<file path="config.mk">
export PLATFORM = sky130hd
export DESIGN_NAME = two_class_pairing_queue_flat
export DESIGN_NICKNAME = d
export VERILOG_FILES = /design/src/rtl/core/tcpq_pkg.sv /design/src/rtl/core/tcpq_if.sv /design/src/rtl/core/two_class_pairing_queue.sv /design/src/rtl/core/tcpq_ring.sv /design/src/flat_wrapper.sv
export VERILOG_INCLUDE_DIRS = /design/src /design/src/rtl/core
export SDC_FILE = /design/constraint.sdc
export NUM_CORES = 2
export LEC_CHECK = 0
export BUFFER_PORTS_ARGS = -buffer_cell sky130_fd_sc_hd__buf_4
export CORE_ASPECT_RATIO = 1.1
export CORE_UTILIZATION = 50
export CTS_CLUSTER_SIZE = 28
export DETAILED_ROUTE_END_ITERATION = 16
export PLACE_DENSITY = 0.68
export SLEW_MARGIN = 10
export SYNTH_ARGS = -nofsm -noshare
export SYNTH_HDL_FRONTEND = slang
export SYNTH_HIERARCHICAL = 1
export SYNTH_SLANG_ARGS = --single-unit
</file>
<file path="constraint.sdc">
create_clock -name clk_i -period 4.3 [get_ports clk_i]
set_input_delay 0.645 -clock clk_i [delete_from_list [all_inputs] [get_ports clk_i]]
set_output_delay 0.645 -clock clk_i [all_outputs]
set_load 0.005 [all_outputs]
</file>
<file path="src/rtl/core/two_class_pairing_queue_macros.svh">
// ----------------------------------------------------------------------------
// two_class_pairing_queue_macros.svh
// Assertion macros shared by the pairing queue RTL. Each one samples on clk_i
// and is disabled while rst_ni is low. Defining ASSERT_OFF removes them.
// ----------------------------------------------------------------------------
`ifndef TWO_CLASS_PAIRING_QUEUE_MACROS_SVH
`define TWO_CLASS_PAIRING_QUEUE_MACROS_SVH

`ifndef ASSERT_OFF

// expr holds at every clock edge out of reset
`define TCPQ_ASSERT_ALWAYS(label, expr, msg) \
  label: assert property (@(posedge clk_i) disable iff (!rst_ni) (expr)) \
    else $error(msg);

// cons holds in the same cycle as ante
`define TCPQ_ASSERT_IMPL(label, ante, cons, msg) \
  label: assert property (@(posedge clk_i) disable iff (!rst_ni) \
    (ante) |-> (cons)) else $error(msg);

// cons holds in the cycle after ante
`define TCPQ_ASSERT_NEXT(label, ante, cons, msg) \
  label: assert property (@(posedge clk_i) disable iff (!rst_ni) \
    (ante) |=> (cons)) else $error(msg);

`else

`define TCPQ_ASSERT_ALWAYS(label, expr, msg)
`define TCPQ_ASSERT_IMPL(label, ante, cons, msg)
`define TCPQ_ASSERT_NEXT(label, ante, cons, msg)

`endif

`endif

</file>
<file path="src/rtl/core/tcpq_pkg.sv">
// ----------------------------------------------------------------------------
// tcpq_pkg
// Types, constants and helpers of the two-class pairing queue.
// ----------------------------------------------------------------------------
`default_nettype none

package tcpq_pkg;

  localparam int unsigned QUEUE_SLOTS = 128;
  localparam int unsigned TAG_BITS    = 16;
  localparam int unsigned PTR_BITS    = $clog2(QUEUE_SLOTS);

  typedef logic [TAG_BITS-1:0] tcpq_tag_t;
  typedef logic [PTR_BITS-1:0] tcpq_ptr_t;

  typedef enum logic [2:0] {
    KIND_PAIR        = 3'd0,
    KIND_WOMAN_WAITS = 3'd1,
    KIND_MAN_WAITS   = 3'd2,
    KIND_NOBODY      = 3'd3,
    KIND_DROPPED     = 3'd4
  } tcpq_kind_e;

  typedef enum logic [1:0] {
    S_IDLE,
    S_EXEC,
    S_SETTLE,
    S_REPORT
  } tcpq_state_e;

  // commands from the sequencer to one ring
  typedef struct packed {
    logic bump;   // count one more accepted arrival
    logic push;   // append the write tag at the tail
    logic pop;    // drop the head
    logic clear;  // end of batch: empty ring, zero count
  } tcpq_ring_cmd_t;

  // status of one ring back to the sequencer
  typedef struct packed {
    logic      empty;
    logic      full;      // batch limit of accepted arrivals reached
    tcpq_tag_t head_tag;  // registered read of the head entry
  } tcpq_ring_status_t;

  function automatic tcpq_ptr_t ptr_next(tcpq_ptr_t p);
    return (p == tcpq_ptr_t'(QUEUE_SLOTS - 1)) ? '0 : p + tcpq_ptr_t'(1);
  endfunction

endpackage

`default_nettype wire

</file>
<file path="src/rtl/core/tcpq_if.sv">
// ----------------------------------------------------------------------------
// tcpq_if
// Valid/ready channels of the pairing queue: arrivals in, results out.
// ----------------------------------------------------------------------------
`default_nettype none

interface tcpq_in_if;
  import tcpq_pkg::*;

  logic      valid;
  logic      ready;
  logic      is_woman;
  tcpq_tag_t person_tag;
  logic      last_person;

  modport source (output valid, is_woman, person_tag, last_person, input ready);
  modport sink   (input valid, is_woman, person_tag, last_person, output ready);
endinterface

interface tcpq_out_if;
  import tcpq_pkg::*;

  logic       valid;
  logic       ready;
  tcpq_kind_e result_kind;
  tcpq_tag_t  woman_tag;
  tcpq_tag_t  man_tag;
  logic       last_of_run;

  modport source (output valid, result_kind, woman_tag, man_tag, last_of_run,
                  input ready);
  modport sink   (input valid, result_kind, woman_tag, man_tag, last_of_run,
                  output ready);
endinterface

`default_nettype wire

</file>
<file path="src/rtl/core/two_class_pairing_queue.sv">
// ----------------------------------------------------------------------------
// two_class_pairing_queue
// Pairs arrivals of two classes in arrival order using one ring per class;
// the last arrival of a batch reports the first one left waiting.
// ----------------------------------------------------------------------------
//
//  channel | dir | word                                           | handshake
//  --------+-----+------------------------------------------------+----------
//  in_i    | in  | is_woman, person_tag, last_person              | valid/ready
//  out_o   | out | result_kind, woman_tag, man_tag, last_of_run   | valid/ready
//
//  Sequence: an arrival is accepted in idle and handled in execute; a last
//  arrival then also passes through settle and report before the next one.
//  Settle is needed because the head read of each ring memory is registered:
//  the head must be re-read after every pop or clear before use.
//  Reset: pointers, counts, sequencer and output valid clear at once; the
//  ring memories are not cleared (only entries written in a batch are read).
//  Stalls: a full output register holds the sequencer in execute or report;
//  arrivals are taken only in idle.
// ----------------------------------------------------------------------------
`default_nettype none
`include "two_class_pairing_queue_macros.svh"

module two_class_pairing_queue (
  input  logic      clk_i,
  input  logic      rst_ni,
  tcpq_in_if.sink   in_i,
  tcpq_out_if.source out_o
);
  import tcpq_pkg::*;

  // sequencer state
  tcpq_state_e state_q, state_d;

  // arrival under work (payload, no reset)
  logic      item_woman_q;
  tcpq_tag_t item_tag_q;
  logic      item_last_q;

  // ring interfaces
  tcpq_ring_cmd_t    w_cmd, m_cmd;
  tcpq_ring_status_t w_st, m_st;

  // output register
  logic       out_valid_q;
  tcpq_kind_e out_kind_q, kind_d;
  tcpq_tag_t  out_wtag_q, wtag_d;
  tcpq_tag_t  out_mtag_q, mtag_d;
  logic       out_last_q, last_d;
  logic       out_free;
  logic       load;
  logic       in_ready;

  // per-arrival view: own ring vs opposite ring
  logic      own_full;
  logic      other_empty;
  tcpq_tag_t partner_tag;

  assign out_free    = !out_valid_q || out_o.ready;
  assign own_full    = item_woman_q ? w_st.full  : m_st.full;
  assign other_empty = item_woman_q ? m_st.empty : w_st.empty;
  assign partner_tag = item_woman_q ? m_st.head_tag : w_st.head_tag;

  tcpq_ring u_woman_ring (
    .clk_i    (clk_i),
    .rst_ni   (rst_ni),
    .cmd_i    (w_cmd),
    .wtag_i   (item_tag_q),
    .status_o (w_st)
  );

  tcpq_ring u_man_ring (
    .clk_i    (clk_i),
    .rst_ni   (rst_ni),
    .cmd_i    (m_cmd),
    .wtag_i   (item_tag_q),
    .status_o (m_st)
  );

  always_comb begin
    state_d  = state_q;
    in_ready = 1'b0;
    load     = 1'b0;
    kind_d   = KIND_PAIR;
    wtag_d   = '0;
    mtag_d   = '0;
    last_d   = 1'b0;
    w_cmd    = '0;
    m_cmd    = '0;
    case (state_q)
      S_IDLE: begin
        in_ready = 1'b1;
        if (in_i.valid) state_d = S_EXEC;
      end
      S_EXEC: begin
        if (out_free) begin
          if (own_full) begin
            // class limit reached in this batch
            load   = 1'b1;
            kind_d = KIND_DROPPED;
            last_d = !item_last_q;
          end else if (!other_empty) begin
            // pair with the opposite head
            load   = 1'b1;
            kind_d = KIND_PAIR;
            last_d = !item_last_q;
            if (item_woman_q) begin
              wtag_d     = item_tag_q;
              mtag_d     = partner_tag;
              w_cmd.bump = 1'b1;
              m_cmd.pop  = 1'b1;
            end else begin
              wtag_d     = partner_tag;
              mtag_d     = item_tag_q;
              m_cmd.bump = 1'b1;
              w_cmd.pop  = 1'b1;
            end
          end else begin
            // nobody opposite: wait in own ring
            if (item_woman_q) begin
              w_cmd.bump = 1'b1;
              w_cmd.push = 1'b1;
            end else begin
              m_cmd.bump = 1'b1;
              m_cmd.push = 1'b1;
            end
          end
          state_d = item_last_q ? S_SETTLE : S_IDLE;
        end
      end
      S_SETTLE: begin
        // heads re-read after the update
        state_d = S_REPORT;
      end
      S_REPORT: begin
        if (out_free) begin
          load   = 1'b1;
          last_d = 1'b1;
          if (!w_st.empty) begin
            kind_d = KIND_WOMAN_WAITS;
            wtag_d = w_st.head_tag;
          end else if (!m_st.empty) begin
            kind_d = KIND_MAN_WAITS;
            mtag_d = m_st.head_tag;
          end else begin
            kind_d = KIND_NOBODY;
          end
          w_cmd.clear = 1'b1;
          m_cmd.clear = 1'b1;
          state_d     = S_IDLE;
        end
      end
      default: state_d = S_IDLE;
    endcase
  end

  always_ff @(posedge clk_i or negedge rst_ni) begin
    if (!rst_ni) begin
      state_q     <= S_IDLE;
      out_valid_q <= 1'b0;
    end else begin
      state_q <= state_d;
      if (load) begin
        out_valid_q <= 1'b1;
      end else if (out_o.ready) begin
        out_valid_q <= 1'b0;
      end
    end
  end

  always_ff @(posedge clk_i) begin
    if (in_ready && in_i.valid) begin
      item_woman_q <= in_i.is_woman;
      item_tag_q   <= in_i.person_tag;
      item_last_q  <= in_i.last_person;
    end
    if (load) begin
      out_kind_q <= kind_d;
      out_wtag_q <= wtag_d;
      out_mtag_q <= mtag_d;
      out_last_q <= last_d;
    end
  end

  assign in_i.ready        = in_ready;
  assign out_o.valid       = out_valid_q;
  assign out_o.result_kind = out_kind_q;
  assign out_o.woman_tag   = out_wtag_q;
  assign out_o.man_tag     = out_mtag_q;
  assign out_o.last_of_run = out_last_q;

  `TCPQ_ASSERT_NEXT(a_accept_exec, in_i.valid && in_i.ready, state_q == S_EXEC,
                    "accepted word not executed next")
  `TCPQ_ASSERT_ALWAYS(a_one_side_waits, w_st.empty || m_st.empty,
                      "both classes waiting at once")
  `TCPQ_ASSERT_IMPL(a_report_closes, load && (kind_d == KIND_WOMAN_WAITS ||
                    kind_d == KIND_MAN_WAITS || kind_d == KIND_NOBODY), last_d,
                    "report word not last of run")
  `TCPQ_ASSERT_IMPL(a_load_free, load, out_free, "output word overwritten")

endmodule

`default_nettype wire

</file>
<file path="src/rtl/core/tcpq_ring.sv">
// ----------------------------------------------------------------------------
// tcpq_ring
// One circular queue of tags: storage memory, head/tail pointers and the
// per-batch count of accepted arrivals. Head entry read is registered.
// ----------------------------------------------------------------------------
`default_nettype none
`include "two_class_pairing_queue_macros.svh"

module tcpq_ring (
  input  logic                       clk_i,
  input  logic                       rst_ni,
  input  tcpq_pkg::tcpq_ring_cmd_t   cmd_i,
  input  tcpq_pkg::tcpq_tag_t        wtag_i,
  output tcpq_pkg::tcpq_ring_status_t status_o
);
  import tcpq_pkg::*;

  tcpq_tag_t mem_q [QUEUE_SLOTS];
  tcpq_tag_t rtag_q;
  tcpq_ptr_t head_q, head_d;
  tcpq_ptr_t tail_q, tail_d;
  tcpq_ptr_t cnt_q, cnt_d;

  always_comb begin
    head_d = head_q;
    tail_d = tail_q;
    cnt_d  = cnt_q;
    if (cmd_i.clear) begin
      head_d = '0;
      tail_d = '0;
      cnt_d  = '0;
    end else begin
      if (cmd_i.pop)  head_d = ptr_next(head_q);
      if (cmd_i.push) tail_d = ptr_next(tail_q);
      if (cmd_i.bump) cnt_d  = cnt_q + tcpq_ptr_t'(1);
    end
  end

  always_ff @(posedge clk_i or negedge rst_ni) begin
    if (!rst_ni) begin
      head_q <= '0;
      tail_q <= '0;
      cnt_q  <= '0;
    end else begin
      head_q <= head_d;
      tail_q <= tail_d;
      cnt_q  <= cnt_d;
    end
  end

  // head read every cycle; a write into the head slot is forwarded
  always_ff @(posedge clk_i) begin
    if (cmd_i.push) mem_q[tail_q] <= wtag_i;
    if (cmd_i.push && (tail_q == head_q)) begin
      rtag_q <= wtag_i;
    end else begin
      rtag_q <= mem_q[head_q];
    end
  end

  assign status_o.empty    = (head_q == tail_q);
  assign status_o.full     = (cnt_q == tcpq_ptr_t'(QUEUE_SLOTS - 1));
  assign status_o.head_tag = rtag_q;

  `TCPQ_ASSERT_IMPL(a_pop_nonempty, cmd_i.pop, !status_o.empty, "pop from empty ring")
  `TCPQ_ASSERT_IMPL(a_bump_not_full, cmd_i.bump, !status_o.full, "count past limit")
  `TCPQ_ASSERT_ALWAYS(a_no_push_pop, !(cmd_i.push && cmd_i.pop), "push and pop together")
  `TCPQ_ASSERT_NEXT(a_clear_empties, cmd_i.clear, status_o.empty && (cnt_q == '0),
                    "ring not empty after clear")

endmodule

`default_nettype wire

</file>
<file path="src/flat_wrapper.sv">
// flat-port wrapper written by rule: the top's interface ports become plain ports
module two_class_pairing_queue_flat import tcpq_pkg::*;
  (clk_i, rst_ni, in_i_valid, in_i_is_woman, in_i_person_tag, in_i_last_person, in_i_ready, out_o_valid, out_o_result_kind, out_o_woman_tag, out_o_man_tag, out_o_last_of_run, out_o_ready);
  tcpq_in_if in_i_i ();
  tcpq_out_if out_o_i ();
  input  logic clk_i;
  input  logic rst_ni;
  input wire logic [$bits(in_i_i.valid)-1:0] in_i_valid;
  input wire logic [$bits(in_i_i.is_woman)-1:0] in_i_is_woman;
  input wire logic [$bits(in_i_i.person_tag)-1:0] in_i_person_tag;
  input wire logic [$bits(in_i_i.last_person)-1:0] in_i_last_person;
  output wire logic [$bits(in_i_i.ready)-1:0] in_i_ready;
  output wire logic [$bits(out_o_i.valid)-1:0] out_o_valid;
  output wire logic [$bits(out_o_i.result_kind)-1:0] out_o_result_kind;
  output wire logic [$bits(out_o_i.woman_tag)-1:0] out_o_woman_tag;
  output wire logic [$bits(out_o_i.man_tag)-1:0] out_o_man_tag;
  output wire logic [$bits(out_o_i.last_of_run)-1:0] out_o_last_of_run;
  input wire logic [$bits(out_o_i.ready)-1:0] out_o_ready;
  assign in_i_i.valid = in_i_valid;
  assign in_i_i.is_woman = in_i_is_woman;
  assign in_i_i.person_tag = in_i_person_tag;
  assign in_i_i.last_person = in_i_last_person;
  assign in_i_ready = in_i_i.ready;
  assign out_o_valid = out_o_i.valid;
  assign out_o_result_kind = out_o_i.result_kind;
  assign out_o_woman_tag = out_o_i.woman_tag;
  assign out_o_man_tag = out_o_i.man_tag;
  assign out_o_last_of_run = out_o_i.last_of_run;
  assign out_o_i.ready = out_o_ready;
  two_class_pairing_queue u_core (.clk_i(clk_i), .rst_ni(rst_ni), .in_i(in_i_i), .out_o(out_o_i));
endmodule
</file>
==> reports/metrics.json <==
{
  "status": {"value": "completed"},
  "ys_ff_latch": {"value": 4209},
  "syn-mean-instance-area": {"value": 24.7, "unit": "µm²"},
  "clock_sinks": {"value": 4209},
  "first_global_vias": {"value": 74400},
  "rows": {"value": 218},
  "worstSetupEndpointType": {"value": "register"},
  "top_level_ports": {"value": 60},
  "portBuffers": {"value": 59},
  "setup_viols_final": {"value": 0},
  "crit_path_start_kind": {"value": "register"},
  "drt_iter0_drc": {"value": 9032},
  "proportion_of_layout_cells_with_a_drive_suffix_above_1": {"value": 0.339},
  "clkSlewWorstSetupHoldPaths": {"value": 0.06, "unit": "ns"},
  "place_worst_setup_slack": {"value": 0.315, "unit": "ns"},
  "netlist.area_leader.share": {"value": 0.773},
  "crit_buf_inv": {"value": 4},
  "placed_instances": {"value": 11000},
  "critPathMostFrequentCell": {"value": "buf_4"},
  "detail_route.wirelength": {"value": 383000, "unit": "µm"},
  "maximum_number_of_pins_on_one_net_before_global_route_repair": {"value": 195},
  "clock_insertion_delay_worst_skew": {"value": 0.99, "unit": "ns"},
  "seq_area_frac_synth": {"value": 0.782},
  "hpwl": {"value": 219000, "unit": "µm"},
  "ys_warn_count": {"value": 6},
  "met1_length": {"value": 149000, "unit": "µm"},
  "globalRoute.totalOverflow": {"value": 0},
  "final.setup.tns": {"value": 0, "unit": "ns"},
  "htree_num_levels": {"value": 5},
  "die_area": {"value": 325000, "unit": "µm²"},
  "die_h": {"value": 598, "unit": "µm"},
  "rr_startpoint": {"value": "u_core/u_woman_ring/cnt_q[0]$_DFFE_PN0P_"},
  "critPathMaxFanout": {"value": 16},
  "fmaxAchievable": {"value": 0.256, "unit": "GHz"},
  "slew_headroom": {"value": 0.122},
  "critPathMaxStageDelay": {"value": 0.43, "unit": "ns"},
  "drt.antenna.violating_nets": {"value": 0},
  "number_of_antenna_violations_at_the_first_check_in_global_routing": {"value": 17},
  "detailroute.wirelength.met2": {"value": 192000, "unit": "µm"},
  "postSynthNetCount": {"value": 6556},
  "cp_data_required_time": {"value": 4.92, "unit": "ns"},
  "grt_first_pass_wirelength": {"value": 548000, "unit": "µm"},
  "power_leakage": {"value": 0.0559, "unit": "µW"},
  "final-instance-count-excl-fill": {"value": 11800},
  "avgViaCountPerCell": {"value": 6.26},
  "family_of_cells_with_the_greatest_summed_delay_on_the_critical_path": {"value": "simple AND/OR/NAND/NOR gates"},
  "detail_route.drc_violations": {"value": 0},
  "powerDensity": {"value": 571, "unit": "nW/µm²"},
  "cp_num_cells": {"value": 12},
  "timing_worst_setup_path_type": {"value": "register to register"},
  "timing.reg2reg.worst_path_depth": {"value": 12},
  "utilization": {"value": 0.574},
  "global_route.usage.total": {"value": 0.237},
  "ys_top_cells_by_area": {"value": "edfxtp_1 77%, mux4_2 19%, dfrtp_1 0.70%"},
  "yosys_most_used_dff": {"value": "edfxtp_1"},
  "timing.hold.worst_path_depth": {"value": 3},
  "netlist_instances": {"value": 6528},
  "num-nets-final": {"value": 7172},
  "critPathSlowestCell": {"value": "or3b_4"},
  "highest-signal-layer": {"value": "met5"},
  "floorplan.initialDensity": {"value": 0.503},
  "power.ir.vdd_worst": {"value": 0.541, "unit": "mV"},
  "arrival": {"value": 4.53, "unit": "ns"},
  "synth_cell_type_count": {"value": 47},
  "final_design_area_no_fill": {"value": 184000, "unit": "µm²"},
  "worstMarginPinSlew": {"value": 1.32, "unit": "ns"},
  "core": {"value": 321000, "unit": "µm²"},
  "finalWorstPathRequiredPeriod": {"value": 3.91, "unit": "ns"},
  "routability_congestion": {"value": 0.829},
  "dieWidth": {"value": 543, "unit": "µm"},
  "number_of_enable_flip_flop_cells_after_synthesis": {"value": 4150},
  "drt-pass1-iter-count": {"value": 6},
  "clk_tree_root_cell": {"value": "clkbuf_16"},
  "synthToLayoutAreaGrowth": {"value": 14.2, "unit": "%"},
  "crit_chain": {"value": "ha_1 > and4_1 > and3_1 > or3b_4 > nor3_2 > buf_4 > inv_1 > nor2_1 > nand2_1 > buf_4 > nor2_1 > buf_4"},
  "cts_buffer_depth": {"value": 4},
  "min_path_type": {"value": "primary input to register"},
  "dpl-instance-area": {"value": 171000, "unit": "µm²"},
  "worst_slack": {"value": 0.388, "unit": "ns"},
  "num_vias": {"value": 73900},
  "max_cap_viol_count": {"value": 0},
  "timing_max_transition_violations_final": {"value": 0},
  "amount_of_wire_on_met3_after_detailed_routing": {"value": 31300, "unit": "µm"},
  "cts-buffers-inserted": {"value": 415},
  "async_flop_share": {"value": 0.0107},
  "post-synth-top-area-cell": {"value": "edfxtp_1"},
  "tritoncts": {"value": "yes"},
  "finalHoldViolCount": {"value": 0},
  "wl_per_cell": {"value": 32.5, "unit": "µm"},
  "finalCritPeriodShare": {"value": 0.910},
  "cts.repair.resized": {"value": 0},
  "rsz0062_at_grt": {"value": "false"},
  "worstSetupStartpoint": {"value": "u_core/u_woman_ring/cnt_q[0]$_DFFE_PN0P_"},
  "clock_skew": {"value": 0.0653, "unit": "ns"},
  "worstHoldStart": {"value": "out_o_ready"},
  "synthesis.area": {"value": 161000, "unit": "µm²"}
}
[worst paths after layout]
check | end | slack [ns]
max | u_core/u_woman_ring/mem_q[42][6]$_DFFE_PP_ | 0.39
min | u_core/out_o.valid$_DFFE_PN0P_ | 0.16
max reg2reg | u_core/u_woman_ring/mem_q[42][6]$_DFFE_PP_ | 0.39
min reg2reg | register | 0.47
max in group asynchronous | u_core/u_man_ring/cnt_q[3]$_DFFE_PN0P_ | 3.33
min in group asynchronous | u_core/u_woman_ring/tail_q[5]$_DFFE_PN0P_ | 0.43
[synthesized netlist by cell type, types with 22 or more instances]
master,n
nand2_1,65
xor2_1,26
buf_2,110
dfrtp_1,45
nor3_1,24
clkbuf_1,194
buf_1,44
a22o_1,22
nor2_1,282
mux2_2,32
edfxtp_1,4150
mux4_2,1344
nand3_1,26
[kinds of logic after synthesis]
logic type | Yosys count | share of synthesized area
adder cells (fa/ha/maj) | 6 | 0.000466
buffers and inverters | 358 | 0.00935
flip-flops | 4209 | 0.782
XOR/XNOR | 38 | 0.00206
multiplexers | 1383 | 0.190
AO/OA/AOI/OAI | 66 | 0.00318
AND/OR/NAND/NOR | 468 | 0.0127
[registers in the layout (all words and copies together) (netlist names), 3 cells and up, named ones only]
signal                      cells
u_core/u_man_ring/cnt_q         7
u_core/u_man_ring/head_q        7
u_core/u_woman_ring/mem_q    2048
u_core/u_woman_ring/tail_q      7
u_core/out_o.woman_tag         16
u_core/item_tag_q              16
u_core/u_man_ring/tail_q        7
u_core/out_o.man_tag           16
u_core/u_man_ring/mem_q      2048
u_core/out_o.result_kind        3
u_core/u_woman_ring/cnt_q       7
u_core/u_woman_ring/head_q      7
[routing by layer]
metal | global-route usage | vias up
met5 | 0 | -
met4 | 0.0656 | 2
met3 | 0.0346 | 574
met2 | 0.389 | 3543
met1 | 0.335 | 40200
li1 | - | 29500
[area by class of cell]
cell class / count / area, µm²
Antenna cell: 16 / 40.0
Clock buffer: 502 / 10700
Clock inverter: 260 / 2570
Fill cell: 22500 / 137000
Inverter: 6 / 22.5
Multi-Input combinational cell: 1961 / 33800
Sequential cell: 4209 / 126000
Tap cell: 4290 / 5370
Timing Repair Buffer: 551 / 5480
[timing repair]
action | CTS | global route
buffers inserted | 0 | 0
hold endpoints to repair | 64 | 0
hold buffers | 20 | 0
[stage by stage]
step                hold slack, ns  power [µW]
detailed placement           0.443       70900
CTS                         0.0991      106000
floorplan                    0.345       62600
finish                       0.159      105000
global placement             0.445       70500
global route                 0.159      108000
[worst register-to-register path: cells and delay by family (launching register included)]
kind                     cells  cell delay (ns)
flip-flops                   1             0.41
adder cells (fa/ha/maj)      1             0.24
buffers and inverters        4             1.07
AND/OR/NAND/NOR              7             1.83
[where the power goes]
group	total (µW)	internal, µW	switching, µW
logic	22000	10300	11700
clock network	35400	20000	15300
registers	47700	46900	799
total	105000	77300	27900
[cells in the final DEF (no fill, tap or decap), types with 32 or more instances in the layout]
cell	count
edfxtp_1	4150
clkinv_1	100
nor2_1	281
buf_12	103
clkbuf_1	85
clkinv_2	73
mux4_2	1344
dfrtp_1	45
clkbuf_16	416
mux2_2	32
bufinv_16	36
buf_4	428
nand2_1	65
Power figures use the tool's default switching activity.
